### config.mk
export PLATFORM = sky130hd
export DESIGN_NAME = cpea_front
export DESIGN_NICKNAME = d
export VERILOG_FILES = /design/src/rtl/cpea_pkg.sv /design/src/rtl/cpea_front.sv
export SDC_FILE = /design/constraint.sdc
export NUM_CORES = 1
export LEC_CHECK = 0
export ABC_AREA = 1
export BUFFER_PORTS_ARGS = -buffer_cell sky130_fd_sc_hd__buf_2
export CORE_AREA = 4 4 96 98
export CTS_BUF_LIST = sky130_fd_sc_hd__clkbuf_16
export CTS_CLUSTER_SIZE = 25
export DETAILED_ROUTE_END_ITERATION = 10
export DIE_AREA = 0 0 100 102
export GPL_TIMING_DRIVEN = 0
export HOLD_SLACK_MARGIN = 0.03
export PLACE_DENSITY = 0.89
export RECOVER_POWER = 50
export SLEW_MARGIN = 5
export SYNTH_ARGS = -nofsm -noshare
export SYNTH_HDL_FRONTEND = slang
export SYNTH_SLANG_ARGS = --single-unit
### constraint.sdc
create_clock -name clk -period 3.16 [get_ports clk]
set_clock_uncertainty 0.05 [all_clocks]
set_input_delay 0.632 -clock clk [delete_from_list [all_inputs] [get_ports clk]]
set_output_delay 0.632 -clock clk [all_outputs]
set_load 0.01 [all_outputs]
### src/rtl/cpea_pkg.sv
// Package for the cubic polynomial expansion accumulator.
// Holds the sizes, codes, item types and state types shared by the front end, back end and top.
// Depends on nothing.
`default_nettype none

package cpea_pkg;

  localparam int VECT_SIZE = 16;
  localparam int EXP_SIZE = (VECT_SIZE + 3) * (VECT_SIZE + 2) * (VECT_SIZE + 1) / 6;

  localparam int FB_AW = (VECT_SIZE > 1) ? $clog2(VECT_SIZE) : 1;
  localparam int E_W = $clog2(VECT_SIZE + 1);
  localparam int SUM_AW = (EXP_SIZE > 1) ? $clog2(EXP_SIZE) : 1;

  localparam int COUNT_W = 20;
  localparam logic [COUNT_W-1:0] COUNT_MAX = '1;
  localparam int PROD_SHIFT = 12;
  localparam logic signed [15:0] ONE_Q12 = 16'sd4096;

  localparam int Q_DEPTH = 4;
  localparam int Q_AW = $clog2(Q_DEPTH);
  localparam int Q_CW = $clog2(Q_DEPTH + 1);

  typedef enum logic [1:0] {
    OP_PUSH  = 2'd0,
    OP_READ  = 2'd1,
    OP_CLEAR = 2'd2,
    OP_NOP   = 2'd3
  } op_t;

  typedef enum logic [1:0] {
    CMD_PUSH  = 2'd0,
    CMD_READ  = 2'd1,
    CMD_CLEAR = 2'd2
  } cmd_kind_t;

  typedef enum logic [1:0] {
    BK_IDLE  = 2'd0,
    BK_READ  = 2'd1,
    BK_ACCUM = 2'd2,
    BK_DRAIN = 2'd3
  } back_state_t;

  typedef struct packed {
    op_t                op;
    logic signed [15:0] feature_value;
    logic [9:0]         read_index;
  } in_item_t;

  typedef struct packed {
    logic signed [63:0] sum_value;
    logic [19:0]        frame_count;
    logic               index_ok;
    logic               frames_dropped;
  } out_item_t;

  typedef struct packed {
    cmd_kind_t          kind;
    logic signed [15:0] feature;
    logic [9:0]         read_index;
  } cmd_t;

  typedef struct packed {
    logic valid;
    cmd_t cmd;
  } cmd_req_t;

endpackage

`default_nettype wire

### src/rtl/cpea_front.sv
// Front end: accepts input items, classifies them into commands and queues them.
// Depends on cpea_pkg.
`default_nettype none

module cpea_front (
  input  wire logic              clk,
  input  wire logic              rst_n,
  input  wire logic              in_push,
  input  wire cpea_pkg::in_item_t in_item,
  output logic                   in_full,
  output cpea_pkg::cmd_req_t     cmd_req,
  input  wire logic              cmd_take
);

  cpea_pkg::cmd_t q_r [cpea_pkg::Q_DEPTH];
  logic [cpea_pkg::Q_AW-1:0] wr_ptr_r, wr_ptr_nxt;
  logic [cpea_pkg::Q_AW-1:0] rd_ptr_r, rd_ptr_nxt;
  logic [cpea_pkg::Q_CW-1:0] cnt_r, cnt_nxt;
  logic                      accept;
  logic                      enq;
  logic                      deq;
  cpea_pkg::cmd_t            cmd_in;

  assign in_full = (cnt_r == cpea_pkg::Q_CW'(cpea_pkg::Q_DEPTH));
  assign accept = in_push && !in_full;

  always_comb begin
    cmd_in.feature = in_item.feature_value;
    cmd_in.read_index = in_item.read_index;
    cmd_in.kind = cpea_pkg::CMD_PUSH;
    enq = 1'b0;
    case (in_item.op)
      cpea_pkg::OP_PUSH: begin
        cmd_in.kind = cpea_pkg::CMD_PUSH;
        enq = accept;
      end
      cpea_pkg::OP_READ: begin
        cmd_in.kind = cpea_pkg::CMD_READ;
        enq = accept;
      end
      cpea_pkg::OP_CLEAR: begin
        cmd_in.kind = cpea_pkg::CMD_CLEAR;
        enq = accept;
      end
      default: begin
        enq = 1'b0;
      end
    endcase
  end

  assign deq = cmd_take && (cnt_r != '0);

  always_comb begin
    wr_ptr_nxt = wr_ptr_r;
    rd_ptr_nxt = rd_ptr_r;
    cnt_nxt = cnt_r;
    if (enq) begin
      wr_ptr_nxt = (wr_ptr_r == cpea_pkg::Q_AW'(cpea_pkg::Q_DEPTH - 1)) ? '0 :
                   wr_ptr_r + 1'b1;
    end
    if (deq) begin
      rd_ptr_nxt = (rd_ptr_r == cpea_pkg::Q_AW'(cpea_pkg::Q_DEPTH - 1)) ? '0 :
                   rd_ptr_r + 1'b1;
    end
    if (enq && !deq) begin
      cnt_nxt = cnt_r + 1'b1;
    end else if (!enq && deq) begin
      cnt_nxt = cnt_r - 1'b1;
    end
  end

  always_ff @(posedge clk) begin
    if (!rst_n) begin
      wr_ptr_r <= '0;
      rd_ptr_r <= '0;
      cnt_r <= '0;
    end else begin
      wr_ptr_r <= wr_ptr_nxt;
      rd_ptr_r <= rd_ptr_nxt;
      cnt_r <= cnt_nxt;
    end
  end

  always_ff @(posedge clk) begin
    if (enq) begin
      q_r[wr_ptr_r] <= cmd_in;
    end
  end

  assign cmd_req.valid = (cnt_r != '0);
  assign cmd_req.cmd = q_r[rd_ptr_r];

endmodule

`default_nettype wire

==> results by group <==
Clocking
  • Resize count post-CTS: 0
  • Worst-Skew Late Latency: 0.41 ns
  • Total CTS buffers: 17
  • Max clock buf depth: 2
  • Post-CTS setup buffers: 0
  • H-tree Lvls: 4
  • CTS root buffer: clkbuf_16
  • Clock-pin slew on the worst setup and hold paths: 0.05 ns
  • CTS tree: built
  • Hold_buf cts: 0
  • Count of clock tree sinks: 121

Floorplan
  • Die area: 10200 um2
  • Site Rows: 34
  • Core Region: 8470 um2
  • Starting Density: 55.1%
  • I/O pins: 62
  • Die Ht: 102 um
  • Die width: 100 um

Synthesis
  • Ys Warns: 0
  • Compound-Gate Fraction of Synth Area: 10.4%
  • Mapped Nets: 384
  • Post-synthesis xor/xnor area fraction: 0%
  • Seq/Total Area, Yosys: 76.0%
  • Distinct cell type count after synthesis: 19
  • Mux share of post-synthesis cell area: 0%
  • Syn Area/Cell: 13.5 um2
  • Mapped cell area: 4660 um2
  • Post-synthesis register bit count: 121
  • Post-Synth Simple-Gate Area: 7.46%
  • Cells after Synth: 345
  • Adder-Cell Fraction of Synth Area: 2.04%
  • Largest family of logic cells by synthesized area: compound AO/OA/AOI/OAI gates

Hold path
  • Worst min-delay path category: input port to flop

Placed design
  • Placed inst area: 5160 um2
  • Detailed Place HPWL: 6110 um
  • PortBufs: 61
  • Routability cong.: 0.789
  • Place WS: 0.471 ns

Final layout
  • Share of layout cells above drive strength 1: 16.2%
  • Utilization after layout: 68.0%
  • Fillers: 563
  • Ant diodes: 0
  • Fin area: 5760 um2
  • Area Growth Syn to Fin: 23.5%
  • Layout Nets: 465

STA
  • Max Fclk: 384 MHz
  • RSZ-0062 raised after global routing: no
  • Slew Viols, Final: 0
  • Relative slew slack: 38.0%
  • Fin crit share: 82.5%
  • # setup viols final: 0
  • Final hold slack: 0.428 ns
  • Final setup margin: 0.553 ns
  • Tmin final: 2.61 ns
  • Final Hold Fails: 0
  • Least-Margin Pin Slew: 0.928 ns

Setup path
  • Crit path launch type: flop
  • CP max stage delay: 0.39 ns
  • Crit-path max FO: 10
  • Slowest cell on crit path: clkbuf_1
  • CP Cell Sequence: buf_6 > inv_2 > clkbuf_1 > o21ai_0 > o22ai_1 > buf_2
  • CP required: 2.48 ns
  • Worst endpoint data arrival time: 1.93 ns
  • Crit Path Class: flop to output port
  • Crit. End Element: output port

Global routing
  • Grt met1 use: 25.6%
  • M2 GR Usage: 37.2%
  • First-pass GRT wire length: 16400 um
  • GRT Util Overall: 21.9%
  • Met3 Use GR: 7.58%
  • Layer with the highest usage: met2
  • Initial antenna violation count: 1
  • GRT overflow: 0
  • Vias in the first global route: 3289
  • Largest net degree at the start of global routing: 29

Route
  • Via count: 3151
  • Final ANT Viol Nets: 0
  • First-pass DRT Iterations: 5
  • Routed WL per cell: 19.4 um
  • Routed wire length: 10600 um
  • Iter 0 DRT Violations: 328
  • Remaining DRCs: 0
  • Via-to-Cell Ratio: 5.77

Power and ir drop
  • PwrDens: 949 nW/um2
  • Power Total: 5.47 mW
  • VDD IR-drop max: 0.000670 V
  • P_leak: 2.09 nW

Run
  • Max-cap viol count: 0

Outcome
  • Outcome: finished, final reports clean
## Yosys cell counts (all sizes together)
cell	instances	area share [%]
nand3	2	0.21
nor2	73	5.9
inv	19	1.5
fa	1	0.43
buf	10	1.9
o22ai	28	3.8
a21oi	4	0.43
nand2	13	1.0
ha	6	1.6
dfxtp	9	3.9
edfxtp	112	72
clkbuf	7	0.56
nand3b	2	0.32
clkinv	1	0.080
o21ai	58	6.2
## worst max-delay path: cells and delay by family, from the launching register on
kind                   cells  cell delay (ns)
buffers and inverters      4             0.78
AO/OA/AOI/OAI              2             0.41
flip-flops                 1             0.33
## cell families after synthesis
group / count (synthesis)
and+or+nand+nor: 90
DFF: 121
AOI/OAI and AO/OA: 90
buffers and inverters: 37
adders and majority gates: 7
## final timing paths
path | from | endpoint | slack (ns) | cells past startpoint
hold / removal | in_item[15] | q_r[0][15] | 0.43 | 1
setup reg to reg | cnt_r[0] | cnt_r[2] | 0.76 | 13
hold reg to reg | rd_ptr_r[1] | rd_ptr_r[1] | 0.50 | 4
setup / recovery | flop | cmd_req[17] | 0.55 | 6
## flip-flops by register name, indices dropped and copies added, names as in the netlist, named ones only
signal / cells
rd_ptr_r: 2
wr_ptr_r: 2
cnt_r: 3
q_r: 112
## per-layer routing
| metal | up-vias | share of wire (%) |
|---|---|---|
| met2 | 167 | 52 |
| li1 | 1421 | - |
| met1 | 1533 | 37 |
| met5 | - | 0.18 |
| met3 | 28 | 8.7 |
| met4 | 2 | 1.9 |
## where the power goes
group          switching (mW)  internal [mW]
registers              0.0617           1.93
clock network           0.628           1.45
logic                   0.914          0.489
## final cells by class
| cell class | instances | area, um2 | share of cell area, % |
|---|---|---|---|
| multi-input cells | 187 | 958 | 16.6 |
| clock buffers | 17 | 425 | 7.38 |
| clock inverters | 14 | 211 | 3.67 |
| flip-flops and latches | 121 | 3540 | 61.5 |
| inverters | 20 | 75.1 | 1.30 |
| well taps | 108 | 135 | 2.35 |
| repair buffers | 62 | 295 | 5.13 |
| plain buffers | 17 | 116 | 2.02 |
## cells in the final DEF, fill, tap and decap left out, drive strengths merged
master and instances:
inv 21, dfxtp 9, ha 6, edfxtp 112, clkbuf 54, fa 1, nand3 2, clkinv 7
nand3b 2, o22ai 28, o21ai 58, a21oi 4, buf 42, bufinv 6, nand2 13, nor2 73
## metrics by stage
step,instances,TNS [ns]
2_1_floorplan,345,0
3_3_place_gp,514,-60.15
3_5_place_dp,515,0
4_1_cts,546,0
5_1_grt,546,0
6_report,546,0
(Power assumes the default switching activity.)
